--- config.mk ---
export PLATFORM = sky130hd
export DESIGN_NAME = cursor_sprite_scaler
export DESIGN_NICKNAME = d
export VERILOG_FILES = /design/src/hw/rtl/css_pkg.sv /design/src/hw/rtl/cursor_sprite_scaler.sv
export SDC_FILE = /design/constraint.sdc
export NUM_CORES = 1
export LEC_CHECK = 0
export ABC_AREA = 1
export CAP_MARGIN = 30
export CORE_MARGIN = 3
export CORE_UTILIZATION = 50
export DETAILED_ROUTE_END_ITERATION = 10
export DONT_BUFFER_PORTS = 1
export GPL_TIMING_DRIVEN = 0
export SLEW_MARGIN = 30
export SYNTH_ARGS = -nofsm -noshare
export SYNTH_HDL_FRONTEND = slang
export SYNTH_SLANG_ARGS = --single-unit
--- constraint.sdc ---
create_clock -name clk -period 5.3 [get_ports clk]
set_clock_uncertainty 0.2 [all_clocks]
set_input_delay 0.53 -clock clk [delete_from_list [all_inputs] [get_ports clk]]
set_output_delay 0.53 -clock clk [all_outputs]
set_load 0.05 [all_outputs]
--- src/hw/rtl/css_pkg.sv ---
// Shared constants, register map and arrow template for the cursor sprite scaler.
`timescale 1ns / 1ps

package css_pkg;

  localparam int TEMPLATE_SIZE = 16;
  localparam int TPL_BITS      = $clog2(TEMPLATE_SIZE);

  localparam int MIN_CURSOR_SIZE_DEF     = 16;
  localparam int MAX_CURSOR_SIZE_DEF     = 64;
  localparam int DEFAULT_CURSOR_SIZE_DEF = 16;

  localparam int COORD_W  = 12;
  localparam int SIZE_W   = 8;
  localparam int APB_DW   = 32;
  localparam int APB_AW   = 5;
  localparam int ARGB_W   = 32;

  localparam logic [ARGB_W-1:0] COLOR_BLACK = 32'hFF00_0000;
  localparam logic [ARGB_W-1:0] COLOR_WHITE = 32'hFFFF_FFFF;
  localparam logic [ARGB_W-1:0] COLOR_CLEAR = 32'h0000_0000;

  localparam logic [COORD_W-1:0] CURSOR_X_RST    = 12'd0;
  localparam logic [COORD_W-1:0] CURSOR_Y_RST    = 12'd0;
  localparam logic [SIZE_W-1:0]  CURSOR_W_RST    = 8'd16;
  localparam logic [SIZE_W-1:0]  CURSOR_H_RST    = 8'd16;
  localparam logic [COORD_W-1:0] CLIP_LEFT_RST   = 12'd0;
  localparam logic [COORD_W-1:0] CLIP_TOP_RST    = 12'd0;
  localparam logic [COORD_W-1:0] CLIP_RIGHT_RST  = 12'd1023;
  localparam logic [COORD_W-1:0] CLIP_BOTTOM_RST = 12'd767;

  typedef enum logic [2:0] {
    REG_CURSOR_X      = 3'd0,
    REG_CURSOR_Y      = 3'd1,
    REG_CURSOR_WIDTH  = 3'd2,
    REG_CURSOR_HEIGHT = 3'd3,
    REG_CLIP_LEFT     = 3'd4,
    REG_CLIP_TOP      = 3'd5,
    REG_CLIP_RIGHT    = 3'd6,
    REG_CLIP_BOTTOM   = 3'd7
  } reg_idx_t;

  typedef logic [TEMPLATE_SIZE-1:0] tpl_row_t;

  // bit n of a row is template column n
  localparam tpl_row_t BLACK_MASK [TEMPLATE_SIZE] = '{
    16'h0003, 16'h0005, 16'h0009, 16'h0015,
    16'h002D, 16'h005D, 16'h00BD, 16'h017D,
    16'h02FD, 16'h043D, 16'h03C5, 16'h0089,
    16'h0095, 16'h0113, 16'h0121, 16'h00E0
  };

  localparam tpl_row_t WHITE_MASK [TEMPLATE_SIZE] = '{
    16'h0000, 16'h0002, 16'h0006, 16'h000A,
    16'h0012, 16'h0022, 16'h0042, 16'h0082,
    16'h0102, 16'h03C2, 16'h003A, 16'h0076,
    16'h0062, 16'h00E0, 16'h00C0, 16'h0000
  };

endpackage

--- src/hw/rtl/cursor_sprite_scaler.sv ---
// Cursor overlay pixel generator: clamps, hit test, scaled template lookup.
//
// channel   dir  handshake              payload
// s_*       in   s_tvalid / s_tready    s_tdata: pixel_x, pixel_y
// m_*       out  m_tvalid / m_tready    m_tdata: argb, m_tuser: hit
// apb       in   psel/penable/pwrite    8 registers at byte address 4*i
//
// One pixel per clock while m_tready does not stall; each accepted beat passes v1, v2, v3 and v4 before m_tvalid.
// Two bits of each 4-bit scale quotient are resolved per stage in the divider.
// rst is synchronous and clears the configuration registers and all stage valid bits.
// A stall on m_tready holds every stage; s_tready drops in the same cycle.
`timescale 1ns / 1ps

module cursor_sprite_scaler #(
  parameter int MIN_CURSOR_SIZE     = css_pkg::MIN_CURSOR_SIZE_DEF,
  parameter int MAX_CURSOR_SIZE     = css_pkg::MAX_CURSOR_SIZE_DEF,
  parameter int DEFAULT_CURSOR_SIZE = css_pkg::DEFAULT_CURSOR_SIZE_DEF
) (
  input  logic                          clk,
  input  logic                          rst,
  input  logic                          psel,
  input  logic                          penable,
  input  logic                          pwrite,
  input  logic [css_pkg::APB_AW-1:0]    paddr,
  input  logic [css_pkg::APB_DW-1:0]    pwdata,
  output logic [css_pkg::APB_DW-1:0]    prdata,
  output logic                          pready,
  input  logic                          s_tvalid,
  output logic                          s_tready,
  input  logic [2*css_pkg::COORD_W-1:0] s_tdata,   // pixel_x, pixel_y
  output logic                          m_tvalid,
  input  logic                          m_tready,
  output logic [css_pkg::ARGB_W-1:0]    m_tdata,   // argb
  output logic                          m_tuser    // hit
);
  import css_pkg::*;

  localparam int SZ_W = $clog2(MAX_CURSOR_SIZE + 1);
  localparam int HALF = TPL_BITS / 2;

  logic [COORD_W-1:0] cursor_x, cursor_y, clip_left, clip_top, clip_right, clip_bottom;
  logic [SIZE_W-1:0]  cursor_width, cursor_height;

  logic [SZ_W-1:0]    w_fix, h_fix, w_fix_next, h_fix_next;
  logic [COORD_W-1:0] cx_fix, cy_fix, cx_fix_next, cy_fix_next;

  logic               cfg_wr;
  reg_idx_t           cfg_idx;

  logic               advance;
  logic               v1, v2, v3, v4;
  logic [COORD_W-1:0] s1_px, s1_py;
  logic               s2_in;
  logic [SZ_W-1:0]    s2_dx, s2_dy;
  logic               s3_in;
  logic [SZ_W-1:0]    s3_rx, s3_ry;
  logic [HALF-1:0]    s3_qx, s3_qy;
  logic               s4_in;
  logic [TPL_BITS-1:0] s4_qx, s4_qy;

  logic               in_clip, in_cursor;
  logic [COORD_W-1:0] dx_full, dy_full;
  logic [SZ_W-1:0]    s3_rx_next, s3_ry_next, s4_rx_unused, s4_ry_unused;
  logic [HALF-1:0]    s3_qx_next, s3_qy_next, s4_qx_lo, s4_qy_lo;
  logic               tpl_black, tpl_white;

  function automatic logic [SZ_W-1:0] size_fix(input logic [SIZE_W-1:0] v);
    logic [SIZE_W-1:0] t;
    t = v;
    if (t == '0) t = SIZE_W'(DEFAULT_CURSOR_SIZE);
    if (t < SIZE_W'(MIN_CURSOR_SIZE)) t = SIZE_W'(MIN_CURSOR_SIZE);
    if (t > SIZE_W'(MAX_CURSOR_SIZE)) t = SIZE_W'(MAX_CURSOR_SIZE);
    return t[SZ_W-1:0];
  endfunction

  function automatic logic [COORD_W-1:0] pos_fix(input logic [COORD_W-1:0] v,
                                                 input logic [COORD_W-1:0] lo,
                                                 input logic [COORD_W-1:0] hi);
    logic [COORD_W-1:0] t;
    t = v;
    if (v < lo) t = lo;
    else if (v > hi) t = hi;
    return t;
  endfunction

  // restoring steps of rem*2^HALF / d, rem < d
  function automatic logic [HALF+SZ_W-1:0] div_half(input logic [SZ_W-1:0] rem,
                                                    input logic [SZ_W-1:0] d);
    logic [SZ_W-1:0] r;
    logic [SZ_W:0]   t;
    logic [HALF-1:0] q;
    r = rem;
    q = '0;
    for (int i = 0; i < HALF; i++) begin
      t = {r, 1'b0};
      if (t >= {1'b0, d}) begin
        t = t - {1'b0, d};
        q = {q[HALF-2:0], 1'b1};
      end else begin
        q = {q[HALF-2:0], 1'b0};
      end
      r = t[SZ_W-1:0];
    end
    return {q, r};
  endfunction

  assign pready  = 1'b1;
  assign cfg_idx = reg_idx_t'(paddr[APB_AW-1:2]);
  assign cfg_wr  = psel && penable && pwrite && pready;

  always_ff @(posedge clk) begin
    if (rst) begin
      cursor_x      <= CURSOR_X_RST;
      cursor_y      <= CURSOR_Y_RST;
      cursor_width  <= CURSOR_W_RST;
      cursor_height <= CURSOR_H_RST;
      clip_left     <= CLIP_LEFT_RST;
      clip_top      <= CLIP_TOP_RST;
      clip_right    <= CLIP_RIGHT_RST;
      clip_bottom   <= CLIP_BOTTOM_RST;
    end else if (cfg_wr) begin
      case (cfg_idx)
        REG_CURSOR_X:      cursor_x      <= pwdata[COORD_W-1:0];
        REG_CURSOR_Y:      cursor_y      <= pwdata[COORD_W-1:0];
        REG_CURSOR_WIDTH:  cursor_width  <= pwdata[SIZE_W-1:0];
        REG_CURSOR_HEIGHT: cursor_height <= pwdata[SIZE_W-1:0];
        REG_CLIP_LEFT:     clip_left     <= pwdata[COORD_W-1:0];
        REG_CLIP_TOP:      clip_top      <= pwdata[COORD_W-1:0];
        REG_CLIP_RIGHT:    clip_right    <= pwdata[COORD_W-1:0];
        REG_CLIP_BOTTOM:   clip_bottom   <= pwdata[COORD_W-1:0];
        default: ;
      endcase
    end
  end

  always_comb begin
    case (cfg_idx)
      REG_CURSOR_X:      prdata = APB_DW'(cursor_x);
      REG_CURSOR_Y:      prdata = APB_DW'(cursor_y);
      REG_CURSOR_WIDTH:  prdata = APB_DW'(cursor_width);
      REG_CURSOR_HEIGHT: prdata = APB_DW'(cursor_height);
      REG_CLIP_LEFT:     prdata = APB_DW'(clip_left);
      REG_CLIP_TOP:      prdata = APB_DW'(clip_top);
      REG_CLIP_RIGHT:    prdata = APB_DW'(clip_right);
      REG_CLIP_BOTTOM:   prdata = APB_DW'(clip_bottom);
      default:           prdata = '0;
    endcase
  end

  // clamped geometry, registered, so it settles in the cycle after a register write
  assign w_fix_next  = size_fix(cursor_width);
  assign h_fix_next  = size_fix(cursor_height);
  assign cx_fix_next = pos_fix(cursor_x, clip_left, clip_right);
  assign cy_fix_next = pos_fix(cursor_y, clip_top, clip_bottom);

  always_ff @(posedge clk) begin
    w_fix  <= w_fix_next;
    h_fix  <= h_fix_next;
    cx_fix <= cx_fix_next;
    cy_fix <= cy_fix_next;
  end

  assign advance  = !m_tvalid || m_tready;
  assign s_tready = advance;

  always_comb begin
    in_clip   = s1_px >= clip_left && s1_px <= clip_right &&
                s1_py >= clip_top  && s1_py <= clip_bottom;
    dx_full   = s1_px - cx_fix;
    dy_full   = s1_py - cy_fix;
    in_cursor = s1_px >= cx_fix && dx_full < COORD_W'(w_fix) &&
                s1_py >= cy_fix && dy_full < COORD_W'(h_fix);
    {s3_qx_next, s3_rx_next} = div_half(s2_dx, w_fix);
    {s3_qy_next, s3_ry_next} = div_half(s2_dy, h_fix);
    {s4_qx_lo, s4_rx_unused} = div_half(s3_rx, w_fix);
    {s4_qy_lo, s4_ry_unused} = div_half(s3_ry, h_fix);
    tpl_black = BLACK_MASK[s4_qy][s4_qx];
    tpl_white = WHITE_MASK[s4_qy][s4_qx];
  end

  always_ff @(posedge clk) begin
    if (rst) begin
      v1       <= 1'b0;
      v2       <= 1'b0;
      v3       <= 1'b0;
      v4       <= 1'b0;
      m_tvalid <= 1'b0;
    end else if (advance) begin
      v1       <= s_tvalid;
      v2       <= v1;
      v3       <= v2;
      v4       <= v3;
      m_tvalid <= v4;
    end
  end

  always_ff @(posedge clk) begin
    if (advance) begin
      s1_px <= s_tdata[COORD_W-1:0];
      s1_py <= s_tdata[2*COORD_W-1:COORD_W];
      s2_in <= in_clip && in_cursor;
      s2_dx <= dx_full[SZ_W-1:0];
      s2_dy <= dy_full[SZ_W-1:0];
      s3_in <= s2_in;
      s3_rx <= s3_rx_next;
      s3_ry <= s3_ry_next;
      s3_qx <= s3_qx_next;
      s3_qy <= s3_qy_next;
      s4_in <= s3_in;
      s4_qx <= {s3_qx, s4_qx_lo};
      s4_qy <= {s3_qy, s4_qy_lo};
      m_tuser <= s4_in && (tpl_black || tpl_white);
      if (s4_in && tpl_black)      m_tdata <= COLOR_BLACK;
      else if (s4_in && tpl_white) m_tdata <= COLOR_WHITE;
      else                         m_tdata <= COLOR_CLEAR;
    end
  end

  a_hit_color: assert property (@(posedge clk) disable iff (rst)
    m_tvalid && m_tuser |-> (m_tdata == COLOR_BLACK || m_tdata == COLOR_WHITE))
    else $error("hit beat without opaque color");

  a_miss_clear: assert property (@(posedge clk) disable iff (rst)
    m_tvalid && !m_tuser |-> m_tdata == COLOR_CLEAR)
    else $error("miss beat with nonzero color");

  a_rem_bound: assert property (@(posedge clk) disable iff (rst)
    v3 && s3_in |-> (s3_rx < w_fix && s3_ry < h_fix))
    else $error("scale remainder out of range");

endmodule
# Word level (Yosys, flattened, before mapping)
# Memories as Yosys holds them, arrays and structs flattened.
# Index checks and enable logic that the tools add are counted.
[word_totals] out_inout_bits=68 word_cells=136 ff_bits=231 mem_count=2 rom_bits=512 inputBits=68
[memory_table] name="(no name shown)" depth=16 width=16 rd=1 rd_ports_with_merged_regs=0 write_ports=0 line_no="cursor_sprite_scaler.sv:178" text="tpl_white = WHITE_MASK[s4_qy][s4_qx];"
[memory_table] name="(no name shown)" depth=16 width=16 rd=1 rd_ports_with_merged_regs=0 write_ports=0 line_no="cursor_sprite_scaler.sv:177" text="tpl_black = BLACK_MASK[s4_qy][s4_qx];"
[op_classes] bitwise=1 n_eq_ne=7 add_sub_neg=8 reduce_logical=26 magnitude_cmp=26 muxes=32
[op_table] cell="$pmux W32 S8" count=1
[op_table] cell="$ge A8 B7 Y1" count=8
[op_table] cell="$mux W16" count=4
[op_table] cell="$ge A12 B12 Y1" count=4
[op_table] cell="$mux W12" count=4
[op_table] cell="$mux W7" count=6
[op_table] cell="$sub A7 B7 Y7" count=6
[op_table] cell="$mux W32" count=1
[op_table] cell="$mux W8" count=4
[op_table] cell="$gt A12 B12 Y1" count=2
[op_table] cell="$le A12 B12 Y1" count=2
[op_table] cell="$lt A12 B12 Y1" count=2
[op_table] cell="$lt A12 B7 Y1" count=2
[op_table] cell="$sub A12 B12 Y12" count=2
[op_table] cell="$gt A8 B7 Y1 const B" count=2
[op_table] cell="$logic_not A8 Y1" count=2
[op_table] cell="$lt A8 B5 Y1 const B" count=2
[op_table] cell="$reduce_and A2 Y1" count=8
[op_table] cell="$eq A3 B3 Y1 const B" count=4
[op_table] cell="$logic_and A1 B1 Y1" count=12
[op_table] cell="$mux W1" count=10
[op_table] cell="$bmux W1 S4" count=2
[op_table] cell="$eq A3 B2 Y1 const B" count=2
[op_table] cell="$ge A5 B5 Y1 const B" count=1
[op_table] cell="other kinds (6)" count=7

# Longest topological paths before layout
# Gate-level depths: netlist of run 1.
[logic_depth] ltp_word=8 depth_mapped=21

# Worst setup path before layout of run 1
# No wires, ideal clock.
[synth_path] kind="register -> register" from="register w_fix[0]" to="register s3_rx[2], data pin" slack_ns=1.965 required_ns=4.848 path_stages_with_launch=19 setup_ns=0.252 arrival_time_ns=2.882 n_path_buf=1 cell_sequence="dfxtp_1 inv_2 fa_1 nand3_1 nand3_1 nand2_1 nand3_1 buf_4 nor2_1 a21oi_1 ha_1 a21oi_1 nand2_2 a21boi_2 inv_2 a21oi_4 nand3b_2 nand2_1 nand2_1"
[synth_via] elab_chain_len=4 elab_cells_between_ends=6 classes_between="add/sub (2); order compare (2); mux (2)"
[synth_lines] item="from (decl)" line_no="cursor_sprite_scaler.sv:44" text="logic [SZ_W-1:0] w_fix, h_fix, w_fix_next, h_fix_next;"
[synth_lines] item="from (signal assigned)" line_no="cursor_sprite_scaler.sv:157" text="w_fix <= w_fix_next;"
[synth_lines] item="$sub A7 B7 Y7 / $ge A8 B7 Y1 (equally long branches)" line_no="cursor_sprite_scaler.sv:97, cursor_sprite_scaler.sv:96"
[synth_lines] item="$mux W7" line_no="cursor_sprite_scaler.sv:96" text="if (t >= {1'b0, d}) begin"
[synth_lines] item="$sub A7 B7 Y7 / $ge A8 B7 Y1 (equally long branches)" line_no="cursor_sprite_scaler.sv:97, cursor_sprite_scaler.sv:96"
[synth_lines] item="$mux W7 *" line_no="cursor_sprite_scaler.sv:96"
[synth_lines] item="named net s3_rx_next[2]" line_no="cursor_sprite_scaler.sv:63" text="logic [SZ_W-1:0] s3_rx_next, s3_ry_next, s4_rx_unused, s4_ry_unused;"
[synth_lines] item="to (signal assigned)" line_no="cursor_sprite_scaler.sv:205" text="s3_rx <= s3_rx_next;"
[synth_lines] item="to (decl)" line_no="cursor_sprite_scaler.sv:56" text="logic [SZ_W-1:0] s3_rx, s3_ry;"
# The timed path passes the listed nets; every way through them passes the cells marked *.
# A chain may end at the register's enable or synchronous reset.

# Worst setup path after layout of run 1
[layout_path] from="register h_fix[0]" to="register s3_ry[6], data pin"
[layout_via] elab_chain_len=4 elab_cells_between_ends=6 classes_between="add/sub (2); order compare (2); mux (2)"
[layout_lines] item="from (decl)" line_no="cursor_sprite_scaler.sv:44"
[layout_lines] item="from (signal assigned)" line_no="cursor_sprite_scaler.sv:158" text="h_fix <= h_fix_next;"
[layout_lines] item="$sub A7 B7 Y7 / $ge A8 B7 Y1 (equally long branches)" line_no="cursor_sprite_scaler.sv:97, cursor_sprite_scaler.sv:96"
[layout_lines] item="$mux W7" line_no="cursor_sprite_scaler.sv:96"
[layout_lines] item="$sub A7 B7 Y7 / $ge A8 B7 Y1 (equally long branches)" line_no="cursor_sprite_scaler.sv:97, cursor_sprite_scaler.sv:96"
[layout_lines] item="$mux W7 *" line_no="cursor_sprite_scaler.sv:96"
[layout_lines] item="named net s3_ry_next[6]" line_no="cursor_sprite_scaler.sv:63"
[layout_lines] item="to (signal assigned)" line_no="cursor_sprite_scaler.sv:206" text="s3_ry <= s3_ry_next;"
[layout_lines] item="to (decl)" line_no="cursor_sprite_scaler.sv:56"
# Marked as above.

==> run_summary.xml, run 1 <==
<?xml version="1.0" encoding="UTF-8"?>
<metrics>
  <group name="status">
    <metric name="outcome" unit="">finished clean</metric>
  </group>
  <group name="clock_tree">
    <metric name="cts.root.buffer_cell" unit="">sky130_fd_sc_hd__clkbuf_16</metric>
    <metric name="postCtsSetupRepairBufs" unit="">0</metric>
    <metric name="insertion_delay" unit="ns">0.53</metric>
    <metric name="worst_setup_hold_path_clk_slew" unit="ns">0.06</metric>
    <metric name="postCtsResizedCells" unit="">0</metric>
    <metric name="numClockSinks" unit="">201</metric>
    <metric name="tritoncts" unit="">done</metric>
    <metric name="number_of_buffers_created_by_cts" unit="">24</metric>
    <metric name="cts_htree_levels" unit="">1</metric>
    <metric name="cts.hold.buffers_added" unit="">42</metric>
    <metric name="cts-root-to-sink-buffers" unit="">3</metric>
  </group>
  <group name="worst_setup_path">
    <metric name="timing.critical_path.arrival" unit="ns">3.79</metric>
    <metric name="timing.critical_path.slowest_cell_delay" unit="ns">0.47</metric>
    <metric name="timing.critical_path.to" unit="">s3_ry[6]</metric>
    <metric name="cp-end-kind" unit="">flip-flop</metric>
    <metric name="worst_path_most_repeated_cell" unit="">sky130_fd_sc_hd__nand2_1</metric>
    <metric name="worstReg2RegStart" unit="">h_fix[0]</metric>
    <metric name="timing.critical_path.from" unit="">h_fix[0]</metric>
    <metric name="critPathKind" unit="">flip-flop to flip-flop</metric>
    <metric name="timing.critical_path.cells" unit="">inv_2 -&gt; fa_1 -&gt; nand3_1 -&gt; nand2_1 -&gt; nand2_1 -&gt; nand3_1 -&gt; buf_4 -&gt; a21oi_1 -&gt; ha_1 -&gt; a21oi_1 -&gt; nand2_2 -&gt; a21boi_2 -&gt; inv_2 -&gt; a21oi_4 -&gt; nand3b_2 -&gt; nand2_1 -&gt; nand2_1</metric>
    <metric name="worst_reg_to_reg_path_cell_count" unit="">17</metric>
    <metric name="start_kind" unit="">flip-flop</metric>
    <metric name="required_time_of_the_critical_path" unit="ns">5.37</metric>
    <metric name="ff2ff_setup_slack" unit="ns">1.59</metric>
    <metric name="crit_fanout" unit="">10</metric>
    <metric name="rr_endpoint" unit="">s3_ry[6]</metric>
    <metric name="slowest_stage" unit="">sky130_fd_sc_hd__fa_1</metric>
  </group>
  <group name="floorplanning">
    <metric name="placeableCoreArea" unit="um^2">28100</metric>
    <metric name="floorplan.die.height" unit="um">176</metric>
    <metric name="io_pins" unit="">136</metric>
    <metric name="start_util" unit="">0.512</metric>
    <metric name="floorplan.die_area" unit="um^2">30800</metric>
    <metric name="die_span_in_x" unit="um">176</metric>
    <metric name="num_rows" unit="">61</metric>
  </group>
  <group name="route">
    <metric name="wl_per_cell" unit="um">16.6</metric>
    <metric name="via_count" unit="">12879</metric>
    <metric name="postRouteAntennaNets" unit="">0</metric>
    <metric name="initialDrtViolationCount" unit="">883</metric>
    <metric name="first_pass_iters" unit="">5</metric>
    <metric name="vias_per_cell" unit="">5.42</metric>
    <metric name="routed_wirelength" unit="um">39500</metric>
    <metric name="drc_errors" unit="">0</metric>
  </group>
  <group name="timing">
    <metric name="setup_repair_after_global_routing_missed_its_margin" unit="">no</metric>
    <metric name="setup_tns" unit="ns">0</metric>
    <metric name="finalHoldViolations" unit="">0</metric>
    <metric name="tightestPinTransition" unit="ns">0.791</metric>
    <metric name="layout_worst_path_cycle_share" unit="">0.701</metric>
    <metric name="finalMaxSlewViolations" unit="">0</metric>
    <metric name="timing.final.setup_violations" unit="">0</metric>
    <metric name="period_minus_slack" unit="ns">3.71</metric>
    <metric name="maximum_operating_frequency" unit="GHz">0.269</metric>
    <metric name="timing.slew.headroom" unit="">0.473</metric>
  </group>
  <group name="layout">
    <metric name="area.sequential" unit="um^2">4720</metric>
    <metric name="layout-drive-gt1-share" unit="">0.0821</metric>
    <metric name="fin_nets" unit="">2243</metric>
    <metric name="area_of_the_multi_input_gates" unit="um^2">8090</metric>
    <metric name="finish.utilization" unit="">0.579</metric>
    <metric name="area.growth.synth_to_final" unit="%">13.2</metric>
    <metric name="n_fill_cell" unit="">2734</metric>
    <metric name="antenna_cells_inserted" unit="">0</metric>
  </group>
  <group name="placed_design">
    <metric name="globalplace.congestion" unit="">0.925</metric>
    <metric name="dp_hpwl" unit="um">31000</metric>
    <metric name="portBuffers" unit="">0</metric>
  </group>
  <group name="yosys">
    <metric name="synth.largest_area_cell" unit="">sky130_fd_sc_hd__dfxtp_1</metric>
    <metric name="synth.cell_area" unit="um^2">14400</metric>
    <metric name="synth-edff-count" unit="">70</metric>
    <metric name="synth_seq_area_share" unit="">0.329</metric>
    <metric name="ys_top_cells_by_count" unit="">341 x sky130_fd_sc_hd__nand2_1, 275 x sky130_fd_sc_hd__inv_1, 191 x sky130_fd_sc_hd__a21oi_1</metric>
    <metric name="post-synth-top-count-cell" unit="">sky130_fd_sc_hd__nand2_1</metric>
    <metric name="fraction_of_post_synthesis_cell_area_in_the_top_cell_type_by_area" unit="">0.182</metric>
    <metric name="synthCells" unit="">1884</metric>
    <metric name="ys_top_cells_by_area" unit="">sky130_fd_sc_hd__dfxtp_1 18%, sky130_fd_sc_hd__ha_1 16%, sky130_fd_sc_hd__edfxtp_1 15%, sky130_fd_sc_hd__nand2_1 8.9%, sky130_fd_sc_hd__inv_1 7.2%</metric>
    <metric name="yosys_register_bits" unit="">201</metric>
    <metric name="count_of_distinct_cell_types_in_the_synthesized_netlist" unit="">54</metric>
    <metric name="async_flop_share" unit="">0</metric>
    <metric name="ys_flop_type" unit="">sky130_fd_sc_hd__dfxtp_1</metric>
    <metric name="synthesis.area_per_instance" unit="um^2">7.63</metric>
    <metric name="yosysWarningCount" unit="">0</metric>
  </group>
  <group name="grt">
    <metric name="number_of_global_route_vias_before_repair" unit="">11915</metric>
    <metric name="grt_max_degree" unit="">56</metric>
    <metric name="antenna_violations_before_repair" unit="">0</metric>
    <metric name="gr-usage-all-layers" unit="">0.251</metric>
    <metric name="grt_pass1_wl" unit="um">62400</metric>
    <metric name="grt_overflow" unit="">0</metric>
  </group>
  <group name="pwr">
    <metric name="power.static_leakage" unit="uW">0.00765</metric>
    <metric name="design_power" unit="uW">5470</metric>
    <metric name="max-vdd-ir-drop" unit="mV">0.233</metric>
    <metric name="total_power_per_unit_cell_area" unit="nW/um^2">336</metric>
  </group>
  <group name="worst_hold_path">
    <metric name="worst_hold_path_type" unit="">primary input to flip-flop</metric>
  </group>
  <group name="flow_run">
    <metric name="maxCapViolations" unit="">0</metric>
  </group>
</metrics>
[worst min-delay path by stage]
stage | start | to | slack [ns] | depth (start not counted)
final | pwdata[10] | cursor_x[10] | 0.01 | 2
after CTS | pwdata[3] | cursor_height[3] | 0.00007 | 2
after detailed placement | s3_qy[0] | s4_qy[2] | 0.21 | 0
after global placement | s3_qx[0] | s4_qx[2] | 0.20 | 0
after floorplan | s2_in | s3_in | 0.20 | 0
after global routing | pwdata[7] | cursor_x[7] | 0.02 | 2
[per-layer routing]
| layer | wire (um) | up-vias | global-route usage |
|---|---|---|---|
| met5 | 0 | - | 0 |
| met4 | 1140 | 0 | 0.0739 |
| met3 | 3030 | 65 | 0.0391 |
| met2 | 17700 | 440 | 0.411 |
| met1 | 17600 | 5884 | 0.344 |
| li1 | - | 6490 | - |
[critical path, delay by kind of cell (launching register included)]
| kind | cells | cell delay (ns) |
|---|---|---|
| compound gates | 4 | 0.71 |
| fa+ha+maj | 2 | 0.79 |
| buf+inv | 3 | 0.45 |
| flops | 1 | 0.46 |
| simple gates | 8 | 0.86 |
[power breakdown]
part / internal, uW / total (uW) / switching [uW]
sequential: 1780 / 1870 / 91.4
clock: 990 / 1640 / 648
combinational: 750 / 1960 / 1210
[placed cells by master, fill, tap and decap left out, types with 24 or more instances in the layout]
cell type	count
sky130_fd_sc_hd__nand2_1	341
sky130_fd_sc_hd__inv_1	274
sky130_fd_sc_hd__a21oi_1	191
sky130_fd_sc_hd__ha_1	189
sky130_fd_sc_hd__o21ai_0	158
sky130_fd_sc_hd__dfxtp_1	131
sky130_fd_sc_hd__nor2_1	107
sky130_fd_sc_hd__nand3_1	90
sky130_fd_sc_hd__edfxtp_1	70
sky130_fd_sc_hd__buf_4	57
sky130_fd_sc_hd__dlygate4sd3_1	42
sky130_fd_sc_hd__clkbuf_1	28
sky130_fd_sc_hd__clkbuf_16	27
sky130_fd_sc_hd__nor3_1	26
sky130_fd_sc_hd__o22ai_1	24
[kinds of logic (layout without fill, tap and decap cells)]
group                      count (synthesis)  count (layout)  synth area share
AOI/OAI and AO/OA                        440             440             0.170
xor gates and xnor gates                  38              38            0.0232
adders and majority gates                195             195             0.173
buffers and inverters                    381             476             0.116
DFF                                      201             201             0.329
muxes                                      2               2           0.00157
other                                      2              21          0.000522
and+or+nand+nor                          625             625             0.188
[state kept, by name, summed over array words and instances, names as in the netlist, 2 cells and up]
register,cells
clip_bottom,12
clip_left,12
clip_right,12
clip_top,12
cursor_x,12
cursor_y,12
cx_fix,12
cy_fix,12
s1_px,12
s1_py,12
cursor_height,8
cursor_width,8
h_fix,7
s2_dx,7
s2_dy,7
s3_rx,7
s3_ry,7
w_fix,7
s4_qx,4
s4_qy,4
m_tdata,2
s3_qx,2
s3_qy,2
[final cells by class]
class                      count  area share
multi-input combinational   1321       0.497
sequential                   201       0.290
inverter                     286      0.0663
clock buffer                  38      0.0471
buffer                        95      0.0361
timing repair buffer          51      0.0321
tap                          378      0.0291
clock inverter                 6     0.00192
[through the flow]
| stage | hold WS (ns) | worst slack [ns] | cells | area, um^2 |
|---|---|---|---|---|
| 6_report | 0.0128 | 1.59 | 2376 | 16300 |
| 5_1_grt | 0.0170 | 1.16 | 2376 | 16300 |
| 4_1_cts | 0.0000720 | 1.53 | 2375 | 16300 |
| 3_5_place_dp | 0.206 | 1.55 | 2289 | 15000 |
| 3_3_place_gp | 0.203 | 1.40 | 2281 | 14900 |
| 2_1_floorplan | 0.200 | 1.97 | 1903 | 14400 |
Power figures use the tool's default switching activity.
==> inputs of run 2 (changes only) <==
ABC_AREA = 0   (was 1)
clock period = 3.78 ns   (was 5.3 ns; I/O delays follow)
==> run 2 against run 1 <==
Cell area up 1.6%. Worst hold slack better by 0.044 ns. Power up 47%. Clock power up 45%. Count of clock-buffer cells in the layout down 1. Critical path depth down 2. Sequential share of layout area down 0.38 points. First-iteration DRC count up 0.57%. Area after synthesis down 2.6%. Non-clock buffer count up 35. Synthesized cell count down 17%. Flip-flop and latch count unchanged. Largest power group unchanged.
==> run_summary.xml, run 2 <==
<?xml version="1.0" encoding="UTF-8"?>
<metrics>
  <group name="timing">
    <metric name="layout_worst_path_cycle_share" unit="">0.992</metric>
    <metric name="finalMaxSlewViolations" unit="">0</metric>
    <metric name="setup_repair_after_global_routing_missed_its_margin" unit="">yes</metric>
    <metric name="timing.final.setup_violations" unit="">0</metric>
    <metric name="tightestPinTransition" unit="ns">0.929</metric>
    <metric name="finalHoldViolations" unit="">0</metric>
    <metric name="maximum_operating_frequency" unit="GHz">0.267</metric>
    <metric name="period_minus_slack" unit="ns">3.75</metric>
    <metric name="timing.slew.headroom" unit="">0.379</metric>
  </group>
  <group name="worst_hold_path">
    <metric name="holdCritStartpoint" unit="">m_tready</metric>
    <metric name="worstHoldEndpoint" unit="">m_tvalid</metric>
    <metric name="worst_hold_path_type" unit="">primary input to flip-flop</metric>
    <metric name="min_path_cells" unit="">3</metric>
  </group>
  <group name="route">
    <metric name="first_pass_iters" unit="">5</metric>
    <metric name="wl_per_cell" unit="um">20.4</metric>
    <metric name="total_length_of_routed_met2_wires" unit="um">19800</metric>
    <metric name="top_layer" unit="">met4</metric>
    <metric name="routed_wirelength" unit="um">42100</metric>
    <metric name="vias_per_cell" unit="">5.69</metric>
    <metric name="drc_errors" unit="">0</metric>
    <metric name="postRouteAntennaNets" unit="">0</metric>
    <metric name="via_count" unit="">11735</metric>
    <metric name="initialDrtViolationCount" unit="">888</metric>
    <metric name="wl_met1" unit="um">18700</metric>
    <metric name="met3WireLength" unit="um">2230</metric>
  </group>
  <group name="grt">
    <metric name="gr-usage-all-layers" unit="">0.270</metric>
    <metric name="grt_pass1_wl" unit="um">64300</metric>
    <metric name="antenna_violations_before_repair" unit="">0</metric>
    <metric name="grt_max_degree" unit="">70</metric>
    <metric name="number_of_global_route_vias_before_repair" unit="">11285</metric>
    <metric name="grt_overflow" unit="">0</metric>
  </group>
  <group name="worst_setup_path">
    <metric name="timing.critical_path.from" unit="">s2_dx[0]</metric>
    <metric name="worst_path_dominant_cell_family" unit="">compound AO/OA/AOI/OAI gates</metric>
    <metric name="cp-end-kind" unit="">flip-flop</metric>
    <metric name="worst_path_most_repeated_cell" unit="">sky130_fd_sc_hd__o21ai_2</metric>
    <metric name="worstPathBufferInverterCount" unit="">2</metric>
    <metric name="required_time_of_the_critical_path" unit="ns">3.85</metric>
    <metric name="start_kind" unit="">flip-flop</metric>
    <metric name="critPathKind" unit="">flip-flop to flip-flop</metric>
    <metric name="crit_fanout" unit="">6</metric>
    <metric name="timing.critical_path.arrival" unit="ns">3.82</metric>
    <metric name="timing.critical_path.slowest_cell_delay" unit="ns">0.44</metric>
    <metric name="ff2ff_setup_slack" unit="ns">0.03</metric>
    <metric name="worstReg2RegStart" unit="">s2_dx[0]</metric>
    <metric name="timing.critical_path.cells" unit="">fa_2 -&gt; a21o_1 -&gt; a21oi_2 -&gt; o21ai_2 -&gt; a21oi_4 -&gt; buf_8 -&gt; buf_4 -&gt; o21ai_1 -&gt; ha_2 -&gt; nor3_2 -&gt; o21ai_2 -&gt; a31oi_4 -&gt; o21ai_2 -&gt; a21oi_4 -&gt; mux2_2</metric>
    <metric name="worst_reg_to_reg_path_cell_count" unit="">15</metric>
    <metric name="rr_endpoint" unit="">s3_rx[5]</metric>
    <metric name="slowest_stage" unit="">sky130_fd_sc_hd__edfxtp_1</metric>
  </group>
  <group name="layout">
    <metric name="most_frequent_cells_in_the_layout" unit="">180 x sky130_fd_sc_hd__ha_1, 136 x sky130_fd_sc_hd__nor2_1, 127 x sky130_fd_sc_hd__dfxtp_1</metric>
    <metric name="area.growth.synth_to_final" unit="%">18.2</metric>
    <metric name="area.sequential" unit="um^2">4740</metric>
    <metric name="n_fill_cell" unit="">2438</metric>
    <metric name="area_of_the_multi_input_gates" unit="um^2">8730</metric>
    <metric name="finalInstanceArea" unit="um^2">16500</metric>
    <metric name="antenna_cells_inserted" unit="">0</metric>
    <metric name="layout-drive-gt1-share" unit="">0.146</metric>
    <metric name="fin_nets" unit="">1937</metric>
    <metric name="layout.cells.most_common" unit="">sky130_fd_sc_hd__ha_1</metric>
  </group>
  <group name="yosys">
    <metric name="post-synth-top-count-cell" unit="">sky130_fd_sc_hd__ha_1</metric>
    <metric name="synth_seq_area_share" unit="">0.337</metric>
    <metric name="async_flop_share" unit="">0</metric>
    <metric name="synth.largest_area_cell" unit="">sky130_fd_sc_hd__dfxtp_1</metric>
    <metric name="synthesis.area_per_instance" unit="um^2">8.99</metric>
    <metric name="synth-edff-count" unit="">70</metric>
    <metric name="synthCells" unit="">1557</metric>
    <metric name="ys_flop_type" unit="">sky130_fd_sc_hd__dfxtp_1</metric>
    <metric name="count_of_distinct_cell_types_in_the_synthesized_netlist" unit="">66</metric>
    <metric name="yosysWarningCount" unit="">0</metric>
    <metric name="synth.cell_area" unit="um^2">14000</metric>
    <metric name="ys_top_cells_by_area" unit="">sky130_fd_sc_hd__dfxtp_1 19%, sky130_fd_sc_hd__ha_1 17%, sky130_fd_sc_hd__edfxtp_1 15%, sky130_fd_sc_hd__mux2i_1 6.1%, sky130_fd_sc_hd__a21oi_1 4.8%</metric>
    <metric name="fraction_of_post_synthesis_cell_area_in_the_top_cell_type_by_area" unit="">0.187</metric>
    <metric name="ys_top_cells_by_count" unit="">189 x sky130_fd_sc_hd__ha_1, 139 x sky130_fd_sc_hd__nor2_1, 133 x sky130_fd_sc_hd__a21oi_1</metric>
    <metric name="yosys_register_bits" unit="">201</metric>
  </group>
  <group name="placed_design">
    <metric name="globalplace.congestion" unit="">0.944</metric>
    <metric name="dpl-instance-area" unit="um^2">14700</metric>
    <metric name="portBuffers" unit="">0</metric>
    <metric name="dp_hpwl" unit="um">31600</metric>
  </group>
  <group name="clock_tree">
    <metric name="insertion_delay" unit="ns">0.52</metric>
    <metric name="cts-root-to-sink-buffers" unit="">3</metric>
    <metric name="cts.root.buffer_cell" unit="">sky130_fd_sc_hd__clkbuf_16</metric>
    <metric name="tritoncts" unit="">done</metric>
    <metric name="worst_setup_hold_path_clk_slew" unit="ns">0.06</metric>
    <metric name="cts_htree_levels" unit="">1</metric>
    <metric name="numClockSinks" unit="">201</metric>
    <metric name="number_of_buffers_created_by_cts" unit="">24</metric>
  </group>
  <group name="status">
    <metric name="outcome" unit="">finished clean</metric>
  </group>
  <group name="floorplanning">
    <metric name="placeableCoreArea" unit="um^2">27300</metric>
    <metric name="num_rows" unit="">60</metric>
    <metric name="io_pins" unit="">136</metric>
    <metric name="floorplan.die.height" unit="um">173</metric>
    <metric name="floorplan.die_area" unit="um^2">30000</metric>
    <metric name="start_util" unit="">0.514</metric>
    <metric name="die_span_in_x" unit="um">173</metric>
  </group>
  <group name="pwr">
    <metric name="power.static_leakage" unit="uW">0.00686</metric>
    <metric name="design_power" unit="uW">8060</metric>
    <metric name="max-vdd-ir-drop" unit="mV">0.363</metric>
    <metric name="total_power_per_unit_cell_area" unit="nW/um^2">487</metric>
  </group>
  <group name="flow_run">
    <metric name="maxCapViolations" unit="">0</metric>
  </group>
</metrics>
==> run 2: cell types whose count changed after synthesis, sizes merged, moves of 31 or more <==
cell	before	now
nand2	349	114
inv	285	129
mux2i	0	86
o21ai	159	81
a21o	5	36
nand3	92	21
a21oi	193	134
==> run 2: area by class of cell <==
cell class / count / area share
Clock buffer: 37 / 0.0467
Buffer: 107 / 0.0379
Tap cell: 372 / 0.0281
Inverter: 130 / 0.0301
Timing Repair Buffer: 74 / 0.0401
Clock inverter: 4 / 0.00303
Sequential cell: 201 / 0.287
Multi-Input combinational cell: 1136 / 0.528
==> run 2: through the flow <==
stage	hold slack, ns	instances	setup WS [ns]	utilization	setup TNS [ns]
6_report	0.0569	2061	0.0300	0.607	0
5_1_grt	0.0712	2061	-0.160	0.607	-0.483
4_1_cts	0.0439	2043	-0.0145	0.594	-0.0145
3_5_place_dp	0.207	1949	-0.620	0.538	-7.19
3_3_place_gp	0.202	1948	-0.606	0.536	-6.81
2_1_floorplan	0.200	1576	0.00634	-	0
==> run 2: where the power goes <==
part / total, uW / internal, uW / switching [uW]
Clock: 2380 / 1470 / 909
Sequential: 2630 / 2490 / 139
Combinational: 3060 / 1420 / 1640
Total: 8060 / 5370 / 2690
==> run 2: how the worst max path moves through the flow <==
stage               slack (ns)        to  cells past startpoint
finish                    0.03  s3_rx[5]                     15
global route             -0.16     s2_in                     14
CTS                      -0.01     s2_in                     14
detailed placement       -0.62  s3_rx[6]                     17
global placement         -0.61  s3_rx[6]                     17
floorplan                0.006  s4_qx[0]                     19
==> run 2: worst reg2reg max path, cell delays in order, from the launching register on <==
cell                       delay [ns]
sky130_fd_sc_hd__edfxtp_1        0.44
sky130_fd_sc_hd__fa_2            0.42
sky130_fd_sc_hd__a21o_1          0.17
sky130_fd_sc_hd__a21oi_2         0.18
sky130_fd_sc_hd__o21ai_2         0.10
sky130_fd_sc_hd__a21oi_4         0.22
sky130_fd_sc_hd__buf_8           0.15
sky130_fd_sc_hd__buf_4           0.11
sky130_fd_sc_hd__o21ai_1         0.09
sky130_fd_sc_hd__ha_2            0.24
sky130_fd_sc_hd__nor3_2          0.19
sky130_fd_sc_hd__o21ai_2         0.12
sky130_fd_sc_hd__a31oi_4         0.21
sky130_fd_sc_hd__o21ai_2         0.11
sky130_fd_sc_hd__a21oi_4         0.19
sky130_fd_sc_hd__mux2_2          0.36
==> run 2: repair_timing <==
item	in CTS	in global routing
setup endpoints to repair	19	17
hold endpoints to repair	49	0
hold buffers	29	0
resized for setup	51	48
setup buffers	26	17
pin swaps	25	40
==> run 2: per-layer routing <==
metal,vias up,track usage
met1,5588,0.357
met5,-,0
met3,79,0.0370
li1,5728,-
met4,0,0.0797
met2,340,0.461
==> run 2: logic make-up after synthesis <==
family,after synthesis,share of synthesized area
flip-flops,201,0.337
buffers and inverters,239,0.0778
multiplexers,103,0.0752
adder cells (fa/ha/maj),195,0.177
XOR/XNOR,45,0.0287
AND/OR/NAND/NOR,377,0.123
other,2,0.000536
AO/OA/AOI/OAI,395,0.180
==> inputs of run 3 (changes only) <==
CORE_UTILIZATION = 45   (was 50)
CTS_CLUSTER_SIZE = 14   (was not set)
==> run 3 against run 2 <==
Via count increased by 1.3%. Combinational power increased by 4%. Worst setup slack improved by 0.058 ns. Sequential power about the same. Routed wire length increased by 0.33%. Highest routed layer unchanged.
==> run_summary.xml, run 3 (synthesized netlist as in run 2, its figures left out) <==
<?xml version="1.0" encoding="UTF-8"?>
<metrics>
  <group name="worst_hold_path">
    <metric name="worstHoldEndpoint" unit="">clip_right[1]</metric>
    <metric name="worst_hold_path_type" unit="">primary input to flip-flop</metric>
    <metric name="min_path_cells" unit="">4</metric>
    <metric name="holdCritStartpoint" unit="">paddr[4]</metric>
  </group>
  <group name="timing">
    <metric name="finalHoldViolations" unit="">0</metric>
    <metric name="timing.slew.headroom" unit="">0.319</metric>
    <metric name="finalMaxSlewViolations" unit="">0</metric>
    <metric name="tightestPinTransition" unit="ns">1.02</metric>
    <metric name="layout_worst_path_cycle_share" unit="">0.977</metric>
    <metric name="maximum_operating_frequency" unit="GHz">0.271</metric>
    <metric name="final.setup.worst_slack" unit="ns">0.0885</metric>
    <metric name="setup_tns" unit="ns">0</metric>
    <metric name="period_minus_slack" unit="ns">3.69</metric>
    <metric name="timing.final.setup_violations" unit="">0</metric>
    <metric name="setup_repair_after_global_routing_missed_its_margin" unit="">yes</metric>
  </group>
  <group name="pwr">
    <metric name="power.switching" unit="uW">2750</metric>
    <metric name="p_sw_frac" unit="">0.336</metric>
    <metric name="share_comb_of_total_power" unit="">0.387</metric>
    <metric name="max-vdd-ir-drop" unit="mV">0.284</metric>
    <metric name="total_power_per_unit_cell_area" unit="nW/um^2">489</metric>
    <metric name="clockPowerShare" unit="">0.293</metric>
    <metric name="p_int" unit="uW">5440</metric>
    <metric name="power.static_leakage" unit="uW">0.00695</metric>
    <metric name="seqPwrFrac" unit="">0.321</metric>
  </group>
  <group name="worst_setup_path">
    <metric name="timing.critical_path.slowest_cell_delay" unit="ns">0.39</metric>
    <metric name="crit_fanout" unit="">6</metric>
    <metric name="timing.critical_path.arrival" unit="ns">3.76</metric>
    <metric name="worst_path_dominant_cell_family" unit="">compound AO/OA/AOI/OAI gates</metric>
    <metric name="rr_endpoint" unit="">s3_rx[5]</metric>
    <metric name="timing.critical_path.cells" unit="">inv_6 -&gt; fa_2 -&gt; a21o_1 -&gt; a21oi_2 -&gt; o21ai_2 -&gt; a21oi_4 -&gt; buf_6 -&gt; mux2_4 -&gt; ha_4 -&gt; buf_4 -&gt; a21o_1 -&gt; a21o_1 -&gt; a21oi_1 -&gt; xnor2_1 -&gt; mux2_4</metric>
    <metric name="worstPathBufferInverterCount" unit="">3</metric>
    <metric name="path_depth" unit="">15</metric>
    <metric name="worst_path_most_repeated_cell" unit="">sky130_fd_sc_hd__a21o_1</metric>
    <metric name="slowest_stage" unit="">sky130_fd_sc_hd__fa_2</metric>
    <metric name="ff2ff_setup_slack" unit="ns">0.09</metric>
    <metric name="cp-end-kind" unit="">flip-flop</metric>
    <metric name="worstReg2RegStart" unit="">w_fix[1]</metric>
    <metric name="start_kind" unit="">flip-flop</metric>
    <metric name="critPathKind" unit="">flip-flop to flip-flop</metric>
    <metric name="worst_reg_to_reg_path_cell_count" unit="">15</metric>
    <metric name="required_time_of_the_critical_path" unit="ns">3.85</metric>
  </group>
  <group name="grt">
    <metric name="globalRoute.busiestLayer" unit="">met2</metric>
    <metric name="number_of_global_route_vias_before_repair" unit="">11487</metric>
    <metric name="met1_resource_use_gr" unit="">0.323</metric>
    <metric name="grt_max_degree" unit="">72</metric>
    <metric name="gr-usage-met2" unit="">0.417</metric>
    <metric name="grt_pass1_wl" unit="um">64700</metric>
    <metric name="grt_use_met3" unit="">0.0349</metric>
    <metric name="antenna_violations_before_repair" unit="">0</metric>
    <metric name="gr-usage-all-layers" unit="">0.246</metric>
    <metric name="grt_overflow" unit="">0</metric>
  </group>
  <group name="layout">
    <metric name="most_frequent_cells_in_the_layout" unit="">175 x sky130_fd_sc_hd__ha_1, 137 x sky130_fd_sc_hd__nor2_1, 127 x sky130_fd_sc_hd__dfxtp_1</metric>
    <metric name="fin_nets" unit="">1954</metric>
    <metric name="fin_cells" unit="">2099</metric>
    <metric name="n_fill_cell" unit="">2730</metric>
    <metric name="layout.cells.most_common" unit="">sky130_fd_sc_hd__ha_1</metric>
    <metric name="area.growth.synth_to_final" unit="%">19.6</metric>
    <metric name="layout-drive-gt1-share" unit="">0.159</metric>
    <metric name="finish.utilization" unit="">0.556</metric>
    <metric name="antenna_cells_inserted" unit="">0</metric>
    <metric name="finalInstanceArea" unit="um^2">16700</metric>
  </group>
  <group name="placed_design">
    <metric name="portBuffers" unit="">0</metric>
    <metric name="place_inst" unit="">1967</metric>
    <metric name="globalplace.congestion" unit="">0.983</metric>
    <metric name="dpl-instance-area" unit="um^2">14700</metric>
    <metric name="dp_hpwl" unit="um">31400</metric>
    <metric name="place_ws" unit="ns">-0.584</metric>
  </group>
  <group name="route">
    <metric name="drc_errors" unit="">0</metric>
    <metric name="routed_wirelength" unit="um">42200</metric>
    <metric name="vias_per_cell" unit="">5.66</metric>
    <metric name="via_count" unit="">11882</metric>
    <metric name="wl_per_cell" unit="um">20.1</metric>
    <metric name="first_pass_iters" unit="">7</metric>
    <metric name="postRouteAntennaNets" unit="">0</metric>
    <metric name="initialDrtViolationCount" unit="">1009</metric>
  </group>
  <group name="floorplanning">
    <metric name="floorplan.die.height" unit="um">182</metric>
    <metric name="floorplan.die_area" unit="um^2">33300</metric>
    <metric name="die_span_in_x" unit="um">182</metric>
    <metric name="io_pins" unit="">136</metric>
    <metric name="placeableCoreArea" unit="um^2">30100</metric>
    <metric name="start_util" unit="">0.465</metric>
    <metric name="num_rows" unit="">63</metric>
  </group>
  <group name="clock_tree">
    <metric name="cts_htree_levels" unit="">1</metric>
    <metric name="number_of_buffers_created_by_cts" unit="">24</metric>
    <metric name="insertion_delay" unit="ns">0.52</metric>
    <metric name="cts-root-to-sink-buffers" unit="">3</metric>
    <metric name="cts.root.buffer_cell" unit="">sky130_fd_sc_hd__clkbuf_16</metric>
    <metric name="tritoncts" unit="">done</metric>
    <metric name="numClockSinks" unit="">201</metric>
    <metric name="worst_setup_hold_path_clk_slew" unit="ns">0.06</metric>
  </group>
  <group name="status">
    <metric name="outcome" unit="">finished clean</metric>
  </group>
  <group name="flow_run">
    <metric name="maxCapViolations" unit="">0</metric>
  </group>
</metrics>
==> run 3: layer usage <==
layer | wire [um] | part of all wire
met1 | 18200 | 0.43
met2 | 20100 | 0.48
met3 | 2460 | 0.058
met4 | 1440 | 0.034
met5 | 0 | 0
==> run 3: what timing repair did <==
item,CTS,global route
pin swaps,20,45
endpoints found under the hold margin,49,0
setup endpoints to repair,19,18
cloned,1,0
gates resized for setup,50,64
hold buffers,29,0
buffers inserted,36,23
==> run 3: worst reg2reg max path, stage by stage (launching register included) <==
cell and delay, ns:
sky130_fd_sc_hd__dfxtp_4 0.38, sky130_fd_sc_hd__inv_6 0.06, sky130_fd_sc_hd__fa_2 0.39, sky130_fd_sc_hd__a21o_1 0.18, sky130_fd_sc_hd__a21oi_2 0.16, sky130_fd_sc_hd__o21ai_2 0.10
sky130_fd_sc_hd__a21oi_4 0.20, sky130_fd_sc_hd__buf_6 0.13, sky130_fd_sc_hd__mux2_4 0.31, sky130_fd_sc_hd__ha_4 0.23, sky130_fd_sc_hd__buf_4 0.14, sky130_fd_sc_hd__a21o_1 0.18
sky130_fd_sc_hd__a21o_1 0.21, sky130_fd_sc_hd__a21oi_1 0.22, sky130_fd_sc_hd__xnor2_1 0.09, sky130_fd_sc_hd__mux2_4 0.26
==> run 3: power by group through the flow <==
| stage | clock [uW] | combinational [uW] | sequential (uW) |
|---|---|---|---|
| 6_report | 2400 | 3170 | 2630 |
| 5_1_grt | 2520 | 3510 | 2640 |
| 4_1_cts | 2430 | 2860 | 2620 |
| 3_5_place_dp | 0 | 2430 | 2670 |
| 3_3_place_gp | 0 | 2400 | 2670 |
| 2_1_floorplan | 0 | 1980 | 2620 |
==> run 3: cell type report <==
class | count | area [um^2] | share of cell area
Sequential cell | 201 | 4740 | 0.283
Tap cell | 390 | 488 | 0.0291
Timing Repair Buffer | 91 | 802 | 0.0479
Inverter | 130 | 505 | 0.0302
Clock buffer | 33 | 698 | 0.0417
Multi-Input combinational cell | 1136 | 8760 | 0.523
Buffer | 107 | 627 | 0.0374
Clock inverter | 11 | 121 | 0.00725
==> run 3: how the worst max path moves through the flow <==
stage,from,end,slack (ns)
final,w_fix[1],s3_rx[5],0.09
after global routing,h_fix[0],s3_ry[6],-0.06
after CTS,s2_dy[0],s3_ry[6],0.004
after detailed placement,w_fix[1],s3_rx[6],-0.58
after global placement,w_fix[1],s3_rx[6],-0.64
after floorplan,w_fix[0],s4_qx[0],0.006
==> run 3: per-stage QoR <==
stage / hold WS [ns] / power (uW)
6_report: 0.0922 / 8190
5_1_grt: 0.107 / 8670
4_1_cts: 0.0645 / 7910
3_5_place_dp: 0.207 / 5100
3_3_place_gp: 0.201 / 5070
2_1_floorplan: 0.200 / 4600
